`src/sv/fez_pkg.sv`:
```
package fez_pkg;

  localparam int IDX_W     = 16;
  localparam int SAMPLE_W  = 16;
  localparam int MAG_W     = SAMPLE_W + 1;
  localparam int SQ_W      = 47;
  localparam int CC_W      = 16;
  localparam int WM_W      = 45;
  localparam int ENERGY_W  = 31;
  localparam int RATE_W    = 16;
  localparam int DVD_W     = SQ_W;
  localparam int DIV_STEPS = DVD_W;
  localparam int CNT_W     = $clog2(DIV_STEPS);
  localparam int CFG_W     = 16;
  localparam int OUT_W     = 96;

  localparam logic [CFG_W-1:0] FRAME_LENGTH_RST = 16'd16000;

  localparam logic REG_FRAME_LENGTH  = 1'b0;
  localparam logic REG_LISTEN_ENABLE = 1'b1;

  typedef struct packed {
    logic [SQ_W-1:0]  sq;
    logic [CC_W-1:0]  cc;
    logic [WM_W-1:0]  wm;
    logic [IDX_W-1:0] n;
  } frame_sums_t;

  typedef struct packed {
    logic load;
    logic step;
    logic swap;
    logic out_load;
  } ctrl_cmd_t;

  typedef struct packed {
    logic frame_done;
    logic out_free;
  } ctrl_sts_t;

  typedef enum logic [4:0] {
    ST_IDLE  = 5'b00001,
    ST_DIV_E = 5'b00010,
    ST_SWAP  = 5'b00100,
    ST_DIV_Z = 5'b01000,
    ST_HOLD  = 5'b10000
  } state_t;

endpackage

```
`src/sv/fez_accum.sv`:
```
module fez_accum (
  input  logic                              clk,
  input  logic                              rst_n,
  input  logic                              cfg_we,
  input  logic                              cfg_addr,
  input  logic [fez_pkg::CFG_W-1:0]         cfg_wdata,
  input  logic                              in_tvalid,
  output logic                              in_tready,
  input  logic [fez_pkg::SAMPLE_W-1:0]      in_tdata,
  input  logic                              busy,
  output fez_pkg::frame_sums_t              sums,
  output logic                              frame_done
);
  import fez_pkg::*;

  logic [CFG_W-1:0] frame_len_r;
  logic             listen_r;
  logic [IDX_W-1:0] idx_r, idx_nxt;
  logic [SQ_W-1:0]  sq_r, sq_nxt;
  logic [CC_W-1:0]  cc_r, cc_nxt;
  logic [WM_W-1:0]  wm_r, wm_nxt;
  logic             prev_neg_r;

  logic [IDX_W-1:0]   eff_len;
  logic [IDX_W:0]     n_wide;
  logic               last;
  logic               acc;
  logic               neg;
  logic [MAG_W-1:0]   mag;
  logic [2*MAG_W-1:0] sq_prod;
  logic [MAG_W+IDX_W-1:0] wm_prod;

  // frame_length is as wide as the sample counter, so no cap is needed
  assign eff_len = (frame_len_r == '0) ? IDX_W'(1) : IDX_W'(frame_len_r);
  assign n_wide  = {1'b0, idx_r} + (IDX_W+1)'(1);
  assign last    = n_wide >= {1'b0, eff_len};

  // the closing item of a frame waits until the divider is free
  assign in_tready  = !listen_r || !last || !busy;
  assign acc        = in_tvalid && in_tready && listen_r;
  assign frame_done = acc && last;

  assign neg     = in_tdata[SAMPLE_W-1];
  assign mag     = neg ? (MAG_W'(1) << (SAMPLE_W)) - {1'b0, in_tdata} : {1'b0, in_tdata};
  assign sq_prod = mag * mag;
  assign wm_prod = mag * idx_r;

  always_comb begin
    sq_nxt  = sq_r + SQ_W'(sq_prod);
    cc_nxt  = cc_r;
    wm_nxt  = wm_r;
    idx_nxt = idx_r;
    if (idx_r != '0 && neg != prev_neg_r) begin
      cc_nxt = cc_r + CC_W'(1);
    end
    if (idx_r < (eff_len >> 1)) begin
      wm_nxt = wm_r + WM_W'(wm_prod);
    end
    idx_nxt = n_wide[IDX_W-1:0];
  end

  assign sums.sq = sq_nxt;
  assign sums.cc = cc_nxt;
  assign sums.wm = wm_nxt;
  assign sums.n  = idx_nxt;

  always_ff @(posedge clk) begin
    if (!rst_n) begin
      frame_len_r <= FRAME_LENGTH_RST;
      listen_r    <= 1'b0;
      idx_r       <= '0;
      sq_r        <= '0;
      cc_r        <= '0;
      wm_r        <= '0;
      prev_neg_r  <= 1'b0;
    end else if (cfg_we) begin
      case (cfg_addr)
        REG_FRAME_LENGTH: frame_len_r <= cfg_wdata;
        REG_LISTEN_ENABLE: begin
          listen_r <= cfg_wdata[0];
          if (cfg_wdata[0]) begin
            idx_r      <= '0;
            sq_r       <= '0;
            cc_r       <= '0;
            wm_r       <= '0;
            prev_neg_r <= 1'b0;
          end
        end
        default: ;
      endcase
    end else if (acc) begin
      if (last) begin
        idx_r      <= '0;
        sq_r       <= '0;
        cc_r       <= '0;
        wm_r       <= '0;
        prev_neg_r <= 1'b0;
      end else begin
        idx_r      <= idx_nxt;
        sq_r       <= sq_nxt;
        cc_r       <= cc_nxt;
        wm_r       <= wm_nxt;
        prev_neg_r <= neg;
      end
    end
  end

endmodule

```
`src/sv/fez_div.sv`:
```
module fez_div (
  input  logic                         clk,
  input  logic                         rst_n,
  input  fez_pkg::ctrl_cmd_t           cmd,
  input  fez_pkg::frame_sums_t         sums,
  output logic                         out_free,
  output logic                         out_tvalid,
  input  logic                         out_tready,
  output logic [fez_pkg::OUT_W-1:0]    out_tdata
);
  import fez_pkg::*;

  logic [DVD_W-1:0]    dvd_r;
  logic [IDX_W-1:0]    rem_r;
  logic [IDX_W-1:0]    n_r;
  logic [CC_W-1:0]     cc_r;
  logic [WM_W-1:0]     wm_r;
  logic [ENERGY_W-1:0] energy_r;

  logic                out_valid_r;
  logic [ENERGY_W-1:0] out_energy_r;
  logic [RATE_W-1:0]   out_rate_r;
  logic [WM_W-1:0]     out_wm_r;

  logic [IDX_W:0]      rem_sh;
  logic [IDX_W:0]      rem_sub;
  logic                qbit;

  // one restoring step: shift in the next dividend bit, subtract if it fits
  assign rem_sh  = {rem_r, dvd_r[DVD_W-1]};
  assign rem_sub = rem_sh - {1'b0, n_r};
  assign qbit    = rem_sh >= {1'b0, n_r};

  always_ff @(posedge clk) begin
    if (cmd.load) begin
      dvd_r <= sums.sq;
      rem_r <= '0;
      n_r   <= sums.n;
      cc_r  <= sums.cc;
      wm_r  <= sums.wm;
    end else if (cmd.swap) begin
      energy_r <= dvd_r[ENERGY_W-1:0];
      dvd_r    <= DVD_W'({cc_r, {RATE_W{1'b0}}});
      rem_r    <= '0;
    end else if (cmd.step) begin
      dvd_r <= {dvd_r[DVD_W-2:0], qbit};
      rem_r <= qbit ? rem_sub[IDX_W-1:0] : rem_sh[IDX_W-1:0];
    end
  end

  assign out_free = !out_valid_r || out_tready;

  always_ff @(posedge clk) begin
    if (!rst_n) begin
      out_valid_r <= 1'b0;
    end else if (cmd.out_load) begin
      out_valid_r <= 1'b1;
    end else if (out_tready) begin
      out_valid_r <= 1'b0;
    end
  end

  always_ff @(posedge clk) begin
    if (cmd.out_load) begin
      out_energy_r <= energy_r;
      out_rate_r   <= dvd_r[RATE_W-1:0];
      out_wm_r     <= wm_r;
    end
  end

  assign out_tvalid = out_valid_r;
  assign out_tdata  = OUT_W'({out_wm_r, out_rate_r, out_energy_r});

endmodule

```
`src/sv/fez_ctrl.sv`:
```
module fez_ctrl (
  input  logic               clk,
  input  logic               rst_n,
  input  fez_pkg::ctrl_sts_t sts,
  output fez_pkg::ctrl_cmd_t cmd,
  output logic               busy
);
  import fez_pkg::*;

  state_t             state_r, state_nxt;
  logic [CNT_W-1:0]   cnt_r, cnt_nxt;
  logic               cnt_last;

  assign cnt_last = cnt_r == CNT_W'(DIV_STEPS - 1);
  assign busy     = state_r != ST_IDLE;

  always_comb begin
    state_nxt    = state_r;
    cnt_nxt      = cnt_r;
    cmd.load     = 1'b0;
    cmd.step     = 1'b0;
    cmd.swap     = 1'b0;
    cmd.out_load = 1'b0;
    case (state_r)
      ST_IDLE: begin
        if (sts.frame_done) begin
          cmd.load  = 1'b1;
          cnt_nxt   = '0;
          state_nxt = ST_DIV_E;
        end
      end
      ST_DIV_E: begin
        cmd.step = 1'b1;
        cnt_nxt  = cnt_r + CNT_W'(1);
        if (cnt_last) begin
          state_nxt = ST_SWAP;
        end
      end
      ST_SWAP: begin
        cmd.swap  = 1'b1;
        cnt_nxt   = '0;
        state_nxt = ST_DIV_Z;
      end
      ST_DIV_Z: begin
        cmd.step = 1'b1;
        cnt_nxt  = cnt_r + CNT_W'(1);
        if (cnt_last) begin
          state_nxt = ST_HOLD;
        end
      end
      ST_HOLD: begin
        if (sts.out_free) begin
          cmd.out_load = 1'b1;
          state_nxt    = ST_IDLE;
        end
      end
      default: state_nxt = ST_IDLE;
    endcase
  end

  always_ff @(posedge clk) begin
    if (!rst_n) begin
      state_r <= ST_IDLE;
      cnt_r   <= '0;
    end else begin
      state_r <= state_nxt;
      cnt_r   <= cnt_nxt;
    end
  end

endmodule

```
`src/sv/frame_energy_zcr_extractor.sv`:
```
// Short-time energy and zero-crossing feature extractor. While listen_enable
// is set, signed 16-bit samples are taken one per clock, save for the stall on
// a frame's closing item below, and cut into frames of frame_length samples
// (0 is treated as 1); writing listen_enable = 1 drops any partial frame, and
// items taken while disabled are discarded. Each full frame yields one result:
// floor(sum of squares / n), floor(crossings * 2^16 / n) and the
// index-weighted magnitude sum over the first floor(length/2) samples. The two
// quotients come from one shared restoring divider, one bit per cycle: 47
// steps for the energy, a swap state and 47 steps for the rate. Meanwhile the
// next frame keeps filling at one item per cycle, but its closing item is held
// off (in_tready low) until the divider has finished the previous frame and
// its result has moved into the output register, so short frames are paced by
// the divider rather than by the input.
module frame_energy_zcr_extractor (
  input  logic                           clk,
  input  logic                           rst_n,
  input  logic                           cfg_we,
  input  logic                           cfg_addr,
  input  logic [fez_pkg::CFG_W-1:0]      cfg_wdata,
  input  logic                           in_tvalid,
  output logic                           in_tready,
  // [15:0] sample
  input  logic [fez_pkg::SAMPLE_W-1:0]   in_tdata,
  output logic                           out_tvalid,
  input  logic                           out_tready,
  // [30:0] mean_energy, [46:31] crossing_rate, [91:47] weighted_magnitude
  output logic [fez_pkg::OUT_W-1:0]      out_tdata
);
  import fez_pkg::*;

  frame_sums_t sums;
  ctrl_cmd_t   cmd;
  ctrl_sts_t   sts;
  logic        busy;
  logic        frame_done;
  logic        out_free;

  assign sts.frame_done = frame_done;
  assign sts.out_free   = out_free;

  fez_accum u_accum (
    .clk        (clk),
    .rst_n      (rst_n),
    .cfg_we     (cfg_we),
    .cfg_addr   (cfg_addr),
    .cfg_wdata  (cfg_wdata),
    .in_tvalid  (in_tvalid),
    .in_tready  (in_tready),
    .in_tdata   (in_tdata),
    .busy       (busy),
    .sums       (sums),
    .frame_done (frame_done)
  );

  fez_ctrl u_ctrl (
    .clk   (clk),
    .rst_n (rst_n),
    .sts   (sts),
    .cmd   (cmd),
    .busy  (busy)
  );

  fez_div u_div (
    .clk        (clk),
    .rst_n      (rst_n),
    .cmd        (cmd),
    .sums       (sums),
    .out_free   (out_free),
    .out_tvalid (out_tvalid),
    .out_tready (out_tready),
    .out_tdata  (out_tdata)
  );

endmodule

```
`config.mk`:
```
export PLATFORM = sky130hd
export DESIGN_NAME = frame_energy_zcr_extractor
export DESIGN_NICKNAME = d
export VERILOG_FILES = /design/src/sv/fez_pkg.sv /design/src/sv/fez_accum.sv /design/src/sv/fez_div.sv /design/src/sv/fez_ctrl.sv /design/src/sv/frame_energy_zcr_extractor.sv
export SDC_FILE = /design/constraint.sdc
export NUM_CORES = 2
export LEC_CHECK = 0
export ABC_AREA = 1
export BUFFER_PORTS_ARGS = -buffer_cell sky130_fd_sc_hd__buf_4
export CORE_MARGIN = 5
export CORE_UTILIZATION = 50
export DETAILED_ROUTE_END_ITERATION = 10
export PLACE_DENSITY = 0.73
export SETUP_SLACK_MARGIN = 0.15
export SLEW_MARGIN = 20
export SYNTH_ARGS = -nofsm -noshare
export SYNTH_HDL_FRONTEND = slang
export SYNTH_HIERARCHICAL = 1
export SYNTH_SLANG_ARGS = --single-unit
```
`constraint.sdc`:
```
create_clock -name clk -period 9.8 [get_ports clk]
set_input_delay 0.98 -clock clk [delete_from_list [all_inputs] [get_ports clk]]
set_output_delay 0.98 -clock clk [all_outputs]
set_load 0.05 [all_outputs]
```
==> flow_results.org <==
** Outcome
- Result of the run :: finished, final reports clean

** Detailed routing
- Total via count after detailed routing :: 33500
- Violation count after the first detailed-route iteration :: 2676
- The count of nets left with antenna violations once routing finished came out at 0.
- After detailed routing, the average wire length per cell comes to 17.6 um.
- After detailed routing, the total wire length is 114000 um.
- The first detailed-routing pass took 6 iterations.
- In the routed design, unresolved DRC markers number 0.
- In the routed layout, each cell is associated on average with a via count of 5.20.

** Clock network
- Clock transition time at the flip-flop clock pins of the worst setup and hold paths :: 0.06 ns
- Number of buffers inserted by hold repair at cts :: 0
- Root buffer selected by CTS :: clkbuf_16
- TritonCTS built the clock tree.
- The H-tree was split into 2 levels.
- In this run, post-CTS repair resized a total of 0 instances.
- Maximum buffer depth of the clock tree :: 3
- Number of buffers inserted to repair setup after CTS :: 0
- Later-pin clock latency in the skew report :: 0.63 ns
- Clk sinks :: 417
- Inserted Clock Buffers :: 49

** Place
- At the placement stage, the worst setup path has a slack of 0.620 ns.
- Summing all placed instances gives a cell area of 43000 um2.
- The wire-length estimate of the detail-placed layout is 87300 um.
- Port Buf Inserts :: 131
- Placer congestion estimate :: 0.931

** Logic synthesis
- Most used flip-flop cell after synthesis :: edfxtp_1
- Yosys mapped a number of flops with a built-in enable equal to 247.
- For this run, asynchronously set or reset flops after synthesis account for 0.
- Synthesis inferred 417 register bits.
- Counting every instance in the synthesized netlist gives 5220.
- The number of different library cells used by synthesis comes to 49.
- The mapped netlist covers 41000 um2.
- Mean instance size in the synthesized netlist :: 7.85 um2
- Sequential-to-total area share from yosys stat :: 0.264
- Yosys printed 6 warnings.

** Power and ir drop
- Portion of total power attributed to sequential cells :: 0.148
- Int Pwr :: 6.19 mW
- In this run the power density over the cells is 308 nW/um2.
- For this design the static power due to leakage is 23.3 nW.
- Final Power :: 13.8 mW
- VDD sags by at most 722 uV.
- Switching power as a share of total power :: 0.551
- Part of the total power dissipated in the clock network :: 0.140
- Fraction of power consumed by combinational cells :: 0.713
- Switching component of the power :: 7.61 mW

** Final layout
- Counting the fill cells in the layout gives 7657.
- Measured on the finished design, the core utilization comes to 0.548.
- In the final layout, the share of cells above drive strength 1 is 0.0597.
- Diode count :: 0
- Once layout is done, the placed cells without fillers occupy 44800 um2.
- Post-layout nets :: 6108
- The library cell used most frequently in the layout, excluding fill and tap cells, is inv_1.
- Area growth from synthesis to layout :: 9.25%
- Highest-count cells in the layout ignoring fill and taps :: 1197 x inv_1, 1101 x nand2_1, 740 x nor2_1

** STA
- The clock arrives with 0.0460 ns of skew.
- Final Critical Period :: 8.65 ns
- Setup slack closes at 1.15 ns.
- In this run the tightest slew margin relative to its limit is 0.334.
- Unrepaired setup endpoints after global routing :: false
- Share of the cycle needed by the critical path after routing :: 0.882
- The number of hold-slack violations in the final timing report came to 0.
- The number of pins exceeding their max-slew limit in the final report is 0.
- Total negative setup slack :: 0 ns
- Slew of the pin with the lowest slew margin :: 1.00 ns
- Endpoints failing setup :: 0
- Achievable clock frequency :: 0.116 GHz

** Critical path
- In this design, the critical path's most frequently occurring cell is inv_1.
- Among all stages on the critical path, the largest delay is contributed by fa_1.
- Maximum single-stage delay on the critical path :: 0.53 ns
- Start-to-end type of the worst setup path :: in2reg
- Kind of end point of the critical path :: register
- Kind of start point of the critical path :: input port
- The setup check on the worst reg-to-reg path leaves a slack of 2.61 ns.
- Maximum net fanout on the critical path :: 19
- Data on the critical path arrives at its endpoint at 9.02 ns.
- Data on the critical path is required at its endpoint by 10.17 ns.

** Die
- Row generation in the floorplan step produced 105 rows.
- Die Footprint :: 87700 um2
- 136 I/O pins were placed.
- After floorplanning, the core was sized to cover 81700 um2.
- Measured along the y axis, the die boundary spans 296 um.
- For this configuration, the core starts out at a cell density of 0.501.
- Die Span X :: 296 um

** Global routing
- The number of global-route vias before repair is 33900.
- Pin count of the biggest net entering global routing :: 75
- Global-route wire length before repair :: 183000 um
- For this run, the total global-route usage over all layers was measured as 0.263.
- Congestion Overflow GR :: 0
- The initial antenna violation count was 0.
- GR peak layer :: met2
- For met2 alone, demand over resource in global routing was 0.442.
- Met1 track utilization from global routing :: 0.348
- Routing usage on met3 :: 0.0520

** Job
- Number of max-cap violations :: 0

** Min path
- The min-delay analysis places its worst path in the category reg2reg.
-- state kept, by name, indices dropped and copies added (netlist names), 31 cells and up --
signal and flops:
u_accum/wm_r 45, u_div/wm_r 45, u_div/out_energy_r 31, u_div/out_wm_r 45
u_accum/sq_r 47, u_div/energy_r 31, u_div/dvd_r 47
-- power groups by stage --
stage / Sequential [mW] / Clock (mW) / Combinational [mW]
after floorplan: 2.11 / 0 / 6.65
after global placement: 2.07 / 0 / 9.64
after detailed placement: 2.08 / 0 / 9.68
after CTS: 2.04 / 1.97 / 9.77
after global routing: 2.05 / 2.05 / 11.0
final: 2.04 / 1.93 / 9.83
-- routing by layer --
metal | vias up | routed length (um)
li1 | 15900 | -
met1 | 16100 | 46900
met2 | 1274 | 53200
met3 | 236 | 9650
met4 | 0 | 4020
met5 | - | 0
-- cell usage after synthesis (2+ instances only) --
| library cell | number | area [um2] |
|---|---|---|
| inv_1 | 1199 | 4500 |
| nand2_1 | 1101 | 4130 |
| nor2_1 | 743 | 2790 |
| fa_1 | 467 | 9350 |
| ha_1 | 270 | 3380 |
| nand3_1 | 265 | 1330 |
| edfxtp_1 | 247 | 7420 |
| dfxtp_1 | 170 | 3400 |
| a21oi_1 | 121 | 606 |
| o21ai_0 | 90 | 450 |
| clkbuf_1 | 89 | 334 |
| xor2_1 | 63 | 552 |
| buf_2 | 48 | 240 |
| nand4_1 | 41 | 257 |
| nand3b_1 | 40 | 300 |
| a22o_1 | 31 | 272 |
| nor3_1 | 27 | 135 |
| nor4_1 | 18 | 113 |
| xnor2_1 | 18 | 158 |
| o21bai_1 | 17 | 128 |
| buf_6 | 13 | 146 |
| buf_1 | 12 | 45.0 |
| nand3_2 | 12 | 120 |
| inv_2 | 11 | 41.3 |
| o211ai_1 | 11 | 82.6 |
| a21o_1 | 9 | 67.6 |
| buf_4 | 9 | 67.6 |
| nand2_2 | 9 | 56.3 |
| and2_1 | 8 | 50.1 |
| o21ai_1 | 7 | 35.0 |
| or2_2 | 7 | 43.8 |
| clkinv_1 | 6 | 22.5 |
| nor2_2 | 5 | 31.3 |
| a21boi_0 | 4 | 30.0 |
| a31oi_1 | 4 | 25.0 |
| nand2_4 | 4 | 45.0 |
| nor2_4 | 4 | 45.0 |
| nor3_2 | 4 | 40.0 |
| conb_1 | 3 | 11.3 |
| o21a_1 | 3 | 22.5 |
| or2_0 | 2 | 12.5 |
-- layout make-up --
class                      count  area (um2)  share of cell area
clock inverter                30         375             0.00839
inverter                    1216        4570               0.102
tap                         1070        1340              0.0299
timing repair buffer         178        1350              0.0301
multi-input combinational   3471       25000               0.558
clock buffer                  62        1330              0.0296
sequential                   417       10800               0.242
-- final timing paths --
check | start | endpoint | cells past startpoint
worst max register to register | u_accum/idx_r[10]$_SDFFE_PN0P_ | u_accum/wm_r[36]$_SDFFE_PN0P_ | 26
worst max-delay path | in_tdata[0] | u_div/dvd_r[18]$_DFFE_PP_ | 34
worst min-delay path | u_div/energy_r[16]$_DFFE_PP_ | u_div/out_energy_r[16]$_DFFE_PP_ | 0
worst min register to register | u_div/energy_r[16]$_DFFE_PP_ | u_div/out_energy_r[16]$_DFFE_PP_ | 0
-- worst max-delay path: cells and delay by family --
| kind | cells | cell delay, ns |
|---|---|---|
| buffers and inverters | 11 | 1.51 |
| adder cells (fa/ha/maj) | 8 | 3.49 |
| XOR/XNOR | 1 | 0.39 |
| AND/OR/NAND/NOR | 11 | 1.92 |
| AO/OA/AOI/OAI | 3 | 0.71 |
-- metrics by stage --
| stage | hold WS, ns | cells |
|---|---|---|
| after floorplan | 0.400 | 5276 |
| after global placement | 0.400 | 6352 |
| after detailed placement | 0.405 | 6352 |
| after CTS | 0.412 | 6444 |
| after global routing | 0.421 | 6444 |
| final | 0.418 | 6444 |
-- logic make-up (layout without fill, tap and decap cells) --
logic type,Yosys count,count (layout),share of synthesized area
fa+ha+maj,737,737,0.311
compound gates,300,300,0.0425
other cells,3,59,0.000275
simple gates,2294,2294,0.233
xor+xnor,81,81,0.0173
flops,417,417,0.264
buf+inv,1388,1486,0.132
No activity file was read; power rests on OpenSTA's default activity.
